**src/design/psc_pkg.sv**
```systemverilog
`timescale 1ns / 1ps

package psc_pkg;

  // Field and port widths
  localparam int SPEED_W  = 16;
  localparam int GAIN_W   = 16;
  localparam int INTEG_W  = 32;
  localparam int ERR_W    = SPEED_W + 1;
  localparam int DATA_W   = 32;
  localparam int ADDR_W   = 5;
  localparam int SUM_W    = 49;
  localparam int FRAC_W   = 8;

  // Default derivative bound
  localparam int DERIV_LIMIT_DEF = 50;

  // Reset values of the configuration registers
  localparam logic signed [SPEED_W-1:0] DRIVE_MIN_RST    = -16'sd100;
  localparam logic signed [SPEED_W-1:0] DRIVE_MAX_RST    = 16'sd100;
  localparam logic signed [INTEG_W-1:0] INTEGRAL_MIN_RST = -32'sd1000;
  localparam logic signed [INTEG_W-1:0] INTEGRAL_MAX_RST = 32'sd1000;

  // Register indexes on the configuration port
  typedef enum logic [2:0] {
    REG_GAIN_P       = 3'd0,
    REG_GAIN_I       = 3'd1,
    REG_GAIN_D       = 3'd2,
    REG_TARGET_SPEED = 3'd3,
    REG_DRIVE_MIN    = 3'd4,
    REG_DRIVE_MAX    = 3'd5,
    REG_INTEGRAL_MIN = 3'd6,
    REG_INTEGRAL_MAX = 3'd7
  } reg_idx_t;

  // Register file contents as seen by the datapath
  typedef struct packed {
    logic signed [GAIN_W-1:0]  gain_p;
    logic signed [GAIN_W-1:0]  gain_i;
    logic signed [GAIN_W-1:0]  gain_d;
    logic signed [SPEED_W-1:0] target_speed;
    logic signed [SPEED_W-1:0] drive_min;
    logic signed [SPEED_W-1:0] drive_max;
    logic signed [INTEG_W-1:0] integral_min;
    logic signed [INTEG_W-1:0] integral_max;
  } cfg_t;

endpackage

```
**src/design/psc_in_if.sv**
```systemverilog
`timescale 1ns / 1ps

interface psc_in_if;
  logic                                 valid;
  logic                                 ready;
  logic signed [psc_pkg::SPEED_W-1:0]   measured_speed;

  modport source (output valid, output measured_speed, input ready);
  modport sink   (input valid, input measured_speed, output ready);
endinterface

```
**src/design/psc_out_if.sv**
```systemverilog
`timescale 1ns / 1ps

interface psc_out_if;
  logic                                 valid;
  logic                                 ready;
  logic signed [psc_pkg::SPEED_W-1:0]   drive_value;

  modport source (output valid, output drive_value, input ready);
  modport sink   (input valid, input drive_value, output ready);
endinterface

```
**src/design/psc_cfg_regs.sv**
```systemverilog
`timescale 1ns / 1ps

module psc_cfg_regs (
  input  logic                          clk,
  input  logic                          rst_n,
  input  logic                          psel,
  input  logic                          penable,
  input  logic                          pwrite,
  input  logic [psc_pkg::ADDR_W-1:0]    paddr,
  input  logic [psc_pkg::DATA_W-1:0]    pwdata,
  output logic [psc_pkg::DATA_W-1:0]    prdata,
  output logic                          pready,
  output psc_pkg::cfg_t                 cfg
);

  psc_pkg::cfg_t    cfg_r;
  psc_pkg::reg_idx_t idx;
  logic             wr_en;

  // Registers are word aligned, so the index sits above the byte offset.
  assign idx    = psc_pkg::reg_idx_t'(paddr[psc_pkg::ADDR_W-1:2]);
  assign wr_en  = psel && penable && pwrite;
  assign pready = 1'b1;
  assign cfg    = cfg_r;

  // Register writes complete in the access phase.
  always_ff @(posedge clk) begin
    if (!rst_n) begin
      cfg_r.gain_p       <= '0;
      cfg_r.gain_i       <= '0;
      cfg_r.gain_d       <= '0;
      cfg_r.target_speed <= '0;
      cfg_r.drive_min    <= psc_pkg::DRIVE_MIN_RST;
      cfg_r.drive_max    <= psc_pkg::DRIVE_MAX_RST;
      cfg_r.integral_min <= psc_pkg::INTEGRAL_MIN_RST;
      cfg_r.integral_max <= psc_pkg::INTEGRAL_MAX_RST;
    end else if (wr_en) begin
      case (idx)
        psc_pkg::REG_GAIN_P:       cfg_r.gain_p       <= pwdata[15:0];
        psc_pkg::REG_GAIN_I:       cfg_r.gain_i       <= pwdata[15:0];
        psc_pkg::REG_GAIN_D:       cfg_r.gain_d       <= pwdata[15:0];
        psc_pkg::REG_TARGET_SPEED: cfg_r.target_speed <= pwdata[15:0];
        psc_pkg::REG_DRIVE_MIN:    cfg_r.drive_min    <= pwdata[15:0];
        psc_pkg::REG_DRIVE_MAX:    cfg_r.drive_max    <= pwdata[15:0];
        psc_pkg::REG_INTEGRAL_MIN: cfg_r.integral_min <= pwdata;
        psc_pkg::REG_INTEGRAL_MAX: cfg_r.integral_max <= pwdata;
        default: ;
      endcase
    end
  end

  // Read data returns the sign-extended register value.
  always_comb begin
    case (idx)
      psc_pkg::REG_GAIN_P:       prdata = {{16{cfg_r.gain_p[15]}}, cfg_r.gain_p};
      psc_pkg::REG_GAIN_I:       prdata = {{16{cfg_r.gain_i[15]}}, cfg_r.gain_i};
      psc_pkg::REG_GAIN_D:       prdata = {{16{cfg_r.gain_d[15]}}, cfg_r.gain_d};
      psc_pkg::REG_TARGET_SPEED: prdata = {{16{cfg_r.target_speed[15]}}, cfg_r.target_speed};
      psc_pkg::REG_DRIVE_MIN:    prdata = {{16{cfg_r.drive_min[15]}}, cfg_r.drive_min};
      psc_pkg::REG_DRIVE_MAX:    prdata = {{16{cfg_r.drive_max[15]}}, cfg_r.drive_max};
      psc_pkg::REG_INTEGRAL_MIN: prdata = cfg_r.integral_min;
      psc_pkg::REG_INTEGRAL_MAX: prdata = cfg_r.integral_max;
      default:                   prdata = '0;
    endcase
  end

endmodule

```
**src/design/pid_speed_controller.sv**
```systemverilog
`timescale 1ns / 1ps

// PID speed controller with a clamped integral and a clamped derivative.
// Input channel in_ch carries one measured speed sample per transfer; the
// output channel out_ch returns exactly one drive value per sample, in order.
// Gains, setpoint and limits are written over the APB-style cfg_ port; the
// user must write them only while no sample is in flight, as the block does
// not enforce it. Reads return the sign-extended register value.
// Each sample passes the input register, the error/integral/derivative
// register, the multiplier register and the sum and clamp output register.
// Throughput: one sample per cycle while out_ch takes each result. The
// integral and previous error are updated in a single stage, so each sample
// sees the state left by the one before it with no wait.
// Reset (rst_n low, synchronous) empties the pipeline, clears the integral
// and previous error, and loads the register defaults.
// When the receiver stalls, the result waits in the output register and the
// stages behind it keep filling; in_ch.ready falls only once every stage holds
// a sample.
module pid_speed_controller #(
  parameter int DERIV_LIMIT = psc_pkg::DERIV_LIMIT_DEF
) (
  input  logic                          clk,
  input  logic                          rst_n,
  psc_in_if.sink                        in_ch,
  psc_out_if.source                     out_ch,
  input  logic                          cfg_psel,
  input  logic                          cfg_penable,
  input  logic                          cfg_pwrite,
  input  logic [psc_pkg::ADDR_W-1:0]    cfg_paddr,
  input  logic [psc_pkg::DATA_W-1:0]    cfg_pwdata,
  output logic [psc_pkg::DATA_W-1:0]    cfg_prdata,
  output logic                          cfg_pready
);

  localparam int DERIV_W = $clog2(DERIV_LIMIT + 1) + 1;
  localparam int DRAW_W  = psc_pkg::ERR_W + 1;
  localparam int PP_W    = psc_pkg::GAIN_W + psc_pkg::ERR_W;
  localparam int IP_W    = psc_pkg::GAIN_W + psc_pkg::INTEG_W;
  localparam int DP_W    = psc_pkg::GAIN_W + DERIV_W;
  localparam int Q_W     = psc_pkg::SUM_W - psc_pkg::FRAC_W;
  localparam logic signed [DRAW_W-1:0] DLIM_POS = DRAW_W'(DERIV_LIMIT);
  localparam logic signed [DRAW_W-1:0] DLIM_NEG = -DLIM_POS;

  psc_pkg::cfg_t cfg;

  psc_cfg_regs u_cfg (
    .clk     (clk),
    .rst_n   (rst_n),
    .psel    (cfg_psel),
    .penable (cfg_penable),
    .pwrite  (cfg_pwrite),
    .paddr   (cfg_paddr),
    .pwdata  (cfg_pwdata),
    .prdata  (cfg_prdata),
    .pready  (cfg_pready),
    .cfg     (cfg)
  );

  // Pipeline control
  logic s0_valid_r, s1_valid_r, s2_valid_r, out_valid_r;
  logic s0_ready, s1_ready, s2_ready, s3_ready;
  logic s0_adv, s1_adv, s2_adv;

  // Stage data
  logic signed [psc_pkg::SPEED_W-1:0] meas_r;
  logic signed [psc_pkg::ERR_W-1:0]   err_r;
  logic signed [psc_pkg::INTEG_W-1:0] integ_r;
  logic signed [DERIV_W-1:0]          deriv_r;
  logic signed [PP_W-1:0]             p_prod_r;
  logic signed [IP_W-1:0]             i_prod_r;
  logic signed [DP_W-1:0]             d_prod_r;
  logic signed [psc_pkg::SPEED_W-1:0] drive_r;

  // Controller state
  logic signed [psc_pkg::INTEG_W-1:0] integ_state_r, integ_state_nxt;
  logic signed [psc_pkg::ERR_W-1:0]   prev_err_r, prev_err_nxt;

  // Stage 1 combinational values
  logic signed [psc_pkg::ERR_W-1:0]   err;
  logic signed [psc_pkg::INTEG_W:0]   acc;
  logic signed [DRAW_W-1:0]           deriv_raw;
  logic signed [DRAW_W-1:0]           deriv_cl;

  // Stage 3 combinational values
  logic signed [psc_pkg::SUM_W-1:0]   sum;
  logic signed [psc_pkg::SUM_W-1:0]   sum_biased;
  logic signed [Q_W-1:0]              quot;
  logic signed [psc_pkg::SPEED_W-1:0] drive_nxt;

  // A stage takes new data when it is empty or its content moves on.
  assign s3_ready = !out_valid_r || out_ch.ready;
  assign s2_ready = !s2_valid_r || s3_ready;
  assign s1_ready = !s1_valid_r || s2_ready;
  assign s0_ready = !s0_valid_r || s1_ready;
  assign s0_adv   = s0_valid_r && s1_ready;
  assign s1_adv   = s1_valid_r && s2_ready;
  assign s2_adv   = s2_valid_r && s3_ready;

  assign in_ch.ready        = s0_ready;
  assign out_ch.valid       = out_valid_r;
  assign out_ch.drive_value = drive_r;

  always_ff @(posedge clk) begin
    if (!rst_n) begin
      s0_valid_r  <= 1'b0;
      s1_valid_r  <= 1'b0;
      s2_valid_r  <= 1'b0;
      out_valid_r <= 1'b0;
    end else begin
      if (s0_ready) begin
        s0_valid_r <= in_ch.valid;
      end
      if (s1_ready) begin
        s1_valid_r <= s0_valid_r;
      end
      if (s2_ready) begin
        s2_valid_r <= s1_valid_r;
      end
      if (s3_ready) begin
        out_valid_r <= s2_valid_r;
      end
    end
  end

  // Input register
  always_ff @(posedge clk) begin
    if (in_ch.valid && s0_ready) begin
      meas_r <= in_ch.measured_speed;
    end
  end

  // Sign extension of a speed value to the error width.
  function automatic logic signed [psc_pkg::ERR_W-1:0] ERR_W_EXT(
    input logic signed [psc_pkg::SPEED_W-1:0] v
  );
    return psc_pkg::ERR_W'(v);
  endfunction

  // Error, clamped integral and clamped derivative.
  always_comb begin
    err       = ERR_W_EXT(cfg.target_speed) - ERR_W_EXT(meas_r);
    acc       = (psc_pkg::INTEG_W + 1)'(integ_state_r) + (psc_pkg::INTEG_W + 1)'(err);
    deriv_raw = DRAW_W'(err) - DRAW_W'(prev_err_r);

    // The upper limit is tested first, so inverted limits favor the maximum.
    if (acc > (psc_pkg::INTEG_W + 1)'(cfg.integral_max)) begin
      integ_state_nxt = cfg.integral_max;
    end else if (acc < (psc_pkg::INTEG_W + 1)'(cfg.integral_min)) begin
      integ_state_nxt = cfg.integral_min;
    end else begin
      integ_state_nxt = acc[psc_pkg::INTEG_W-1:0];
    end

    if (deriv_raw > DLIM_POS) begin
      deriv_cl = DLIM_POS;
    end else if (deriv_raw < DLIM_NEG) begin
      deriv_cl = DLIM_NEG;
    end else begin
      deriv_cl = deriv_raw;
    end

    prev_err_nxt = err;
  end

  // Controller state moves with each sample leaving the input register.
  always_ff @(posedge clk) begin
    if (!rst_n) begin
      integ_state_r <= '0;
      prev_err_r    <= '0;
    end else if (s0_adv) begin
      integ_state_r <= integ_state_nxt;
      prev_err_r    <= prev_err_nxt;
    end
  end

  always_ff @(posedge clk) begin
    if (s0_adv) begin
      err_r   <= err;
      integ_r <= integ_state_nxt;
      deriv_r <= deriv_cl[DERIV_W-1:0];
    end
  end

  // Three gain multipliers, one per term.
  always_ff @(posedge clk) begin
    if (s1_adv) begin
      p_prod_r <= PP_W'(cfg.gain_p) * PP_W'(err_r);
      i_prod_r <= IP_W'(cfg.gain_i) * IP_W'(integ_r);
      d_prod_r <= DP_W'(cfg.gain_d) * DP_W'(deriv_r);
    end
  end

  // Sum, divide by 256 toward zero, then clamp to the drive limits.
  always_comb begin
    sum = psc_pkg::SUM_W'(p_prod_r) + psc_pkg::SUM_W'(i_prod_r)
        + psc_pkg::SUM_W'(d_prod_r);
    sum_biased = sum[psc_pkg::SUM_W-1]
               ? sum + psc_pkg::SUM_W'((1 << psc_pkg::FRAC_W) - 1)
               : sum;
    quot = sum_biased[psc_pkg::SUM_W-1:psc_pkg::FRAC_W];

    if (quot > Q_W'(cfg.drive_max)) begin
      drive_nxt = cfg.drive_max;
    end else if (quot < Q_W'(cfg.drive_min)) begin
      drive_nxt = cfg.drive_min;
    end else begin
      drive_nxt = quot[psc_pkg::SPEED_W-1:0];
    end
  end

  always_ff @(posedge clk) begin
    if (s2_adv) begin
      drive_r <= drive_nxt;
    end
  end

`ifndef ASSERT_OFF
  // The stored derivative never leaves its bound.
  a_deriv_bound: assert property (@(posedge clk) disable iff (!rst_n)
    s1_valid_r |-> (DRAW_W'(deriv_r) <= DLIM_POS && DRAW_W'(deriv_r) >= DLIM_NEG))
    else $error("derivative outside its bound");

  // The previous error changes only when a sample enters stage one.
  a_state_step: assert property (@(posedge clk) disable iff (!rst_n)
    ($past(rst_n) && !$stable(prev_err_r)) |-> $past(s0_adv))
    else $error("previous error changed without a sample");

  // A result leaves the output register only through a transfer.
  a_out_drain: assert property (@(posedge clk) disable iff (!rst_n)
    ($past(rst_n) && $fell(out_valid_r)) |-> $past(out_ch.ready))
    else $error("result dropped without a transfer");

  // A sample in the input register is never overwritten while it waits.
  a_no_overrun: assert property (@(posedge clk) disable iff (!rst_n)
    (s0_valid_r && !s1_ready) |-> !in_ch.ready)
    else $error("input accepted over a waiting sample");
`endif

endmodule

```
**src/flat_wrapper.sv**
```systemverilog
// flat-port wrapper written by rule: the top's interface ports become plain ports
module pid_speed_controller_flat 
#(
  parameter int DERIV_LIMIT = psc_pkg::DERIV_LIMIT_DEF
)
  (clk, rst_n, cfg_psel, cfg_penable, cfg_pwrite, cfg_paddr, cfg_pwdata, cfg_prdata, cfg_pready, in_ch_valid, in_ch_measured_speed, in_ch_ready, out_ch_valid, out_ch_drive_value, out_ch_ready);
  psc_in_if in_ch_i ();
  psc_out_if out_ch_i ();
  input  logic clk;
  input  logic rst_n;
  input  logic cfg_psel;
  input  logic cfg_penable;
  input  logic cfg_pwrite;
  input  logic [psc_pkg::ADDR_W-1:0] cfg_paddr;
  input  logic [psc_pkg::DATA_W-1:0] cfg_pwdata;
  output logic [psc_pkg::DATA_W-1:0] cfg_prdata;
  output logic cfg_pready;
  input wire logic [$bits(in_ch_i.valid)-1:0] in_ch_valid;
  input wire logic [$bits(in_ch_i.measured_speed)-1:0] in_ch_measured_speed;
  output wire logic [$bits(in_ch_i.ready)-1:0] in_ch_ready;
  output wire logic [$bits(out_ch_i.valid)-1:0] out_ch_valid;
  output wire logic [$bits(out_ch_i.drive_value)-1:0] out_ch_drive_value;
  input wire logic [$bits(out_ch_i.ready)-1:0] out_ch_ready;
  assign in_ch_i.valid = in_ch_valid;
  assign in_ch_i.measured_speed = in_ch_measured_speed;
  assign in_ch_ready = in_ch_i.ready;
  assign out_ch_valid = out_ch_i.valid;
  assign out_ch_drive_value = out_ch_i.drive_value;
  assign out_ch_i.ready = out_ch_ready;
  pid_speed_controller #(.DERIV_LIMIT(DERIV_LIMIT)) u_core (.clk(clk), .rst_n(rst_n), .in_ch(in_ch_i), .out_ch(out_ch_i), .cfg_psel(cfg_psel), .cfg_penable(cfg_penable), .cfg_pwrite(cfg_pwrite), .cfg_paddr(cfg_paddr), .cfg_pwdata(cfg_pwdata), .cfg_prdata(cfg_prdata), .cfg_pready(cfg_pready));
endmodule
```
**config.mk**
```make
export PLATFORM = sky130hd
export DESIGN_NAME = pid_speed_controller_flat
export DESIGN_NICKNAME = d
export VERILOG_FILES = /design/src/design/psc_pkg.sv /design/src/design/psc_in_if.sv /design/src/design/psc_out_if.sv /design/src/design/psc_cfg_regs.sv /design/src/design/pid_speed_controller.sv /design/src/flat_wrapper.sv
export SDC_FILE = /design/constraint.sdc
export NUM_CORES = 2
export LEC_CHECK = 0
export BUFFER_PORTS_ARGS = -buffer_cell sky130_fd_sc_hd__buf_2
export CORE_MARGIN = 2
export CORE_UTILIZATION = 38
export CTS_CLUSTER_SIZE = 14
export DETAILED_ROUTE_END_ITERATION = 6
export SETUP_SLACK_MARGIN = 0.4
export SLEW_MARGIN = 20
export SYNTH_ARGS = -nofsm -noshare
export SYNTH_HDL_FRONTEND = slang
export SYNTH_HIERARCHICAL = 1
export SYNTH_SLANG_ARGS = --single-unit
```
**constraint.sdc**
```tcl
create_clock -name clk -period 10.12 [get_ports clk]
set_input_delay 1.012 -clock clk [delete_from_list [all_inputs] [get_ports clk]]
set_output_delay 1.012 -clock clk [all_outputs]
set_load 0.03 [all_outputs]
```
==> flow_summary.json <==
{
  "slowest_delay_ns": 0.60,
  "layout-drive-gt1-share_pct": 5.33,
  "synth_flop_cell": "dfxtp_1",
  "drt-vias-per-instance": 5.21,
  "p_int_uw": 3530,
  "clk_pin_slew_ns": 0.06,
  "grt.met3_usage_pct": 3.02,
  "grt_busiest_layer": "met2",
  "gp_congestion": 0.920,
  "cts_hold_buf": 0,
  "cp_max_fo": 19,
  "first_global_vias": 45100,
  "cts_resized": 0,
  "hpwl_mm": 134,
  "clock-root-buffer": "clkbuf_16",
  "syn-num-nets": 7859,
  "grt_overflow": 0,
  "grt_max_degree": 125,
  "synth_edf_count": 192,
  "synth_mux_area_share_pct": 1.75,
  "switchingPower_uw": 2060,
  "fin_crit_ns": 8.80,
  "synth-seq-area-share_pct": 17.2,
  "setup_viol": 0,
  "core_um2": 152000,
  "layout_commonest_cell": "inv_1",
  "clk_latency_ns": 0.67,
  "dp_cells": 8357,
  "dieHeight_um": 396,
  "max_clock_freq_ghz": 0.114,
  "antenna_found_initial": 4,
  "layout_common_cells": "1052 x inv_1, 1023 x nand2_1, 898 x fa_1, 502 x ha_1, 338 x and2_1",
  "nNetsFinal": 7839,
  "drt_pre_antenna_iters": 6,
  "h-tree-depth": 2,
  "wire_per_inst_um": 19.6,
  "finalClockSkew_ns": 0.0635,
  "numPortBuffers": 107,
  "ys_ff_latch": 405,
  "boundaryPins": 111,
  "grt.total_usage_pct": 21.3,
  "worstPathRequired_ns": 10.70,
  "initial_utilization_pct": 38.3,
  "tritoncts.num_buffers": 49,
  "ff2ff_setup_slack_ns": 1.32,
  "ys_async_sr_fraction_pct": 0,
  "die_w_um": 396,
  "synth_top_family_by_area": "adder cells",
  "clock-sinks": 405,
  "slew_violations": 0,
  "cts_tree": "built",
  "via_count": 44000,
  "instances_no_fill": 8454,
  "yosysUniqueCellTypes": 107,
  "max-cap-violations": 0,
  "ir_worst_vdd_mv": 0.133,
  "crit_slowest_cell": "o41ai_1",
  "ant_nets": 0,
  "use_met1_pct": 29.4,
  "drcViolationCount": 0,
  "worst_pin_slew_ns": 1.24,
  "synth_compound_area_share_pct": 10.2,
  "postSynthCellCount": 6399,
  "synthSimpleGateAreaFrac_pct": 16.8,
  "synthAdderAreaFrac_pct": 41.6,
  "clockBufferDepth": 3,
  "pwr-share-seq_pct": 35.4,
  "grt_pass1_wl_mm": 261,
  "slew_headroom_pct": 17.1,
  "outcome": "finished, final reports clean",
  "syn2layout_area_growth_pct": 7.34,
  "syn_avg_cell_area_um2": 9.12,
  "post-cts-setup-buffers": 0,
  "setup_tns_ns": 0,
  "rsz0062_at_grt": "false",
  "crit_type": "flip-flop to flip-flop",
  "clkPwrFrac_pct": 31.7,
  "rows": 143,
  "final.period_utilization_pct": 87.0,
  "drtIter0Drc": 3135,
  "die_area_um2": 157000,
  "cp.arrival_ns": 9.38,
  "powerDensity_nw_per_um2": 89.3,
  "grt_use_met2_pct": 34.5,
  "min_path_type": "flip-flop to flip-flop",
  "combinationalPowerShare_pct": 32.8,
  "netlist_area_um2": 58300,
  "p_sw_share_pct": 36.9,
  "synth-xor-area-share_pct": 3.68,
  "leakagePower_uw": 0.0270,
  "startpoint_type": "flip-flop",
  "endpoint_kind": "flip-flop",
  "wl_mm": 166,
  "synth-warning-count": 6,
  "finalHoldViolCount": 0
}
## kinds of logic after synthesis
| kind of cell | after synthesis |
|---|---|
| adder cells (fa/ha/maj) | 1400 |
| flip-flops | 405 |
| multiplexers | 99 |
| buffers and inverters | 1320 |
| XOR/XNOR | 244 |
| AO/OA/AOI/OAI | 876 |
| other | 1 |
| AND/OR/NAND/NOR | 2054 |
## power groups by stage
stage / registers (µW) / logic, µW / clock network, µW
2_1_floorplan: 1900 / 1390 / 0
3_3_place_gp: 2010 / 1790 / 0
3_5_place_dp: 2010 / 1830 / 0
4_1_cts: 1980 / 1840 / 1810
5_1_grt: 1990 / 2050 / 1880
6_report: 1980 / 1840 / 1780
## critical path: cells and delay by family (launching register included)
| kind | cells | cell delay [ns] |
|---|---|---|
| buffers and inverters | 3 | 0.43 |
| DFF | 1 | 0.33 |
| xor gates and xnor gates | 2 | 0.68 |
| AOI/OAI and AO/OA | 20 | 4.91 |
| and+or+nand+nor | 8 | 0.97 |
| adders and majority gates | 4 | 1.36 |
## stage by stage
step	area, µm²	setup WS (ns)	power [µW]	hold WS [ns]	util [%]
after floorplan	58300	2.17	3290	0.443	-
after global placement	61000	1.51	3810	0.441	40.0
after detailed placement	61000	1.45	3840	0.451	40.0
after CTS	62600	1.38	5630	0.460	41.1
after global routing	62600	0.592	5920	0.487	41.1
final	62600	1.32	5590	0.465	41.1
## synthesized netlist by cell type (all sizes together), types with 8 or more instances
library cell	n	area share (%)
inv	1055	6.8
nand2	1024	6.6
fa	898	31
ha	502	11
and2	341	3.7
a21oi	221	1.9
dfxtp	213	7.3
nor2	202	1.4
edfxtp	192	9.9
clkbuf	191	1.2
xnor2	181	2.7
a21boi	155	2.0
nand2b	115	1.2
o21ai	114	0.98
a21o	106	1.4
nand3	98	0.85
mux2i	90	1.5
buf	74	0.78
xor2	63	0.96
nor2b	57	0.61
nor3	57	0.54
nand4	46	0.50
o21bai	32	0.43
o21a	30	0.39
o22ai	26	0.29
and3	25	0.27
a221o	20	0.34
a31oi	20	0.21
o211ai	20	0.26
or3	19	0.20
a211oi	18	0.23
or2	16	0.17
a221oi	15	0.23
and4	15	0.23
a22oi	11	0.16
nor4	10	0.11
o31ai	10	0.18
a211o	9	0.15
mux2	8	0.17
o22a	8	0.12
## cell type report
cell class                      instances  area [µm²]
Clock buffer                           67        1390
Fill cell                           15000       89600
Multi-Input combinational cell       4674       43300
Antenna cell                            6        15.0
Inverter                             1055        3960
Sequential cell                       405       10000
Tap cell                             2030        2540
Clock inverter                         23         229
Timing Repair Buffer                  194        1200
## sequential cells by signal, summed over array words and instances, names as in the netlist
name / flops
u_core/d_prod_r: 23
u_core/u_cfg/cfg: 160
u_core/deriv_r: 7
u_core/p_prod_r: 33
u_core/meas_r: 16
u_core/out_ch.drive_value: 16
u_core/s0_valid_r: 1
u_core/s2_valid_r: 1
u_core/s1_valid_r: 1
u_core/out_ch.valid: 1
u_core/err_r: 17
u_core/integ_state_r: 32
u_core/prev_err_r: 17
u_core/i_prod_r: 48
u_core/integ_r: 32
## final timing paths
kind,from,end,cells past startpoint
setup / recovery,u_core/u_cfg/cfg[96],u_core/integ_state_r[31],37
setup reg to reg,u_core/u_cfg/cfg[96],u_core/integ_state_r[31],37
hold reg to reg,u_core/prev_err_r[13],u_core/prev_err_r[13],2
hold / removal,u_core/prev_err_r[13],u_core/prev_err_r[13],2
## layer usage
layer	wire length [µm]	vias up	share of wire (%)
met3	11100	265	6.7
met1	73200	22000	44
li1	-	20400	-
met2	75400	1328	45
met5	13	-	0.0078
met4	6380	2	3.8
No activity file was read; power rests on OpenSTA's default activity.
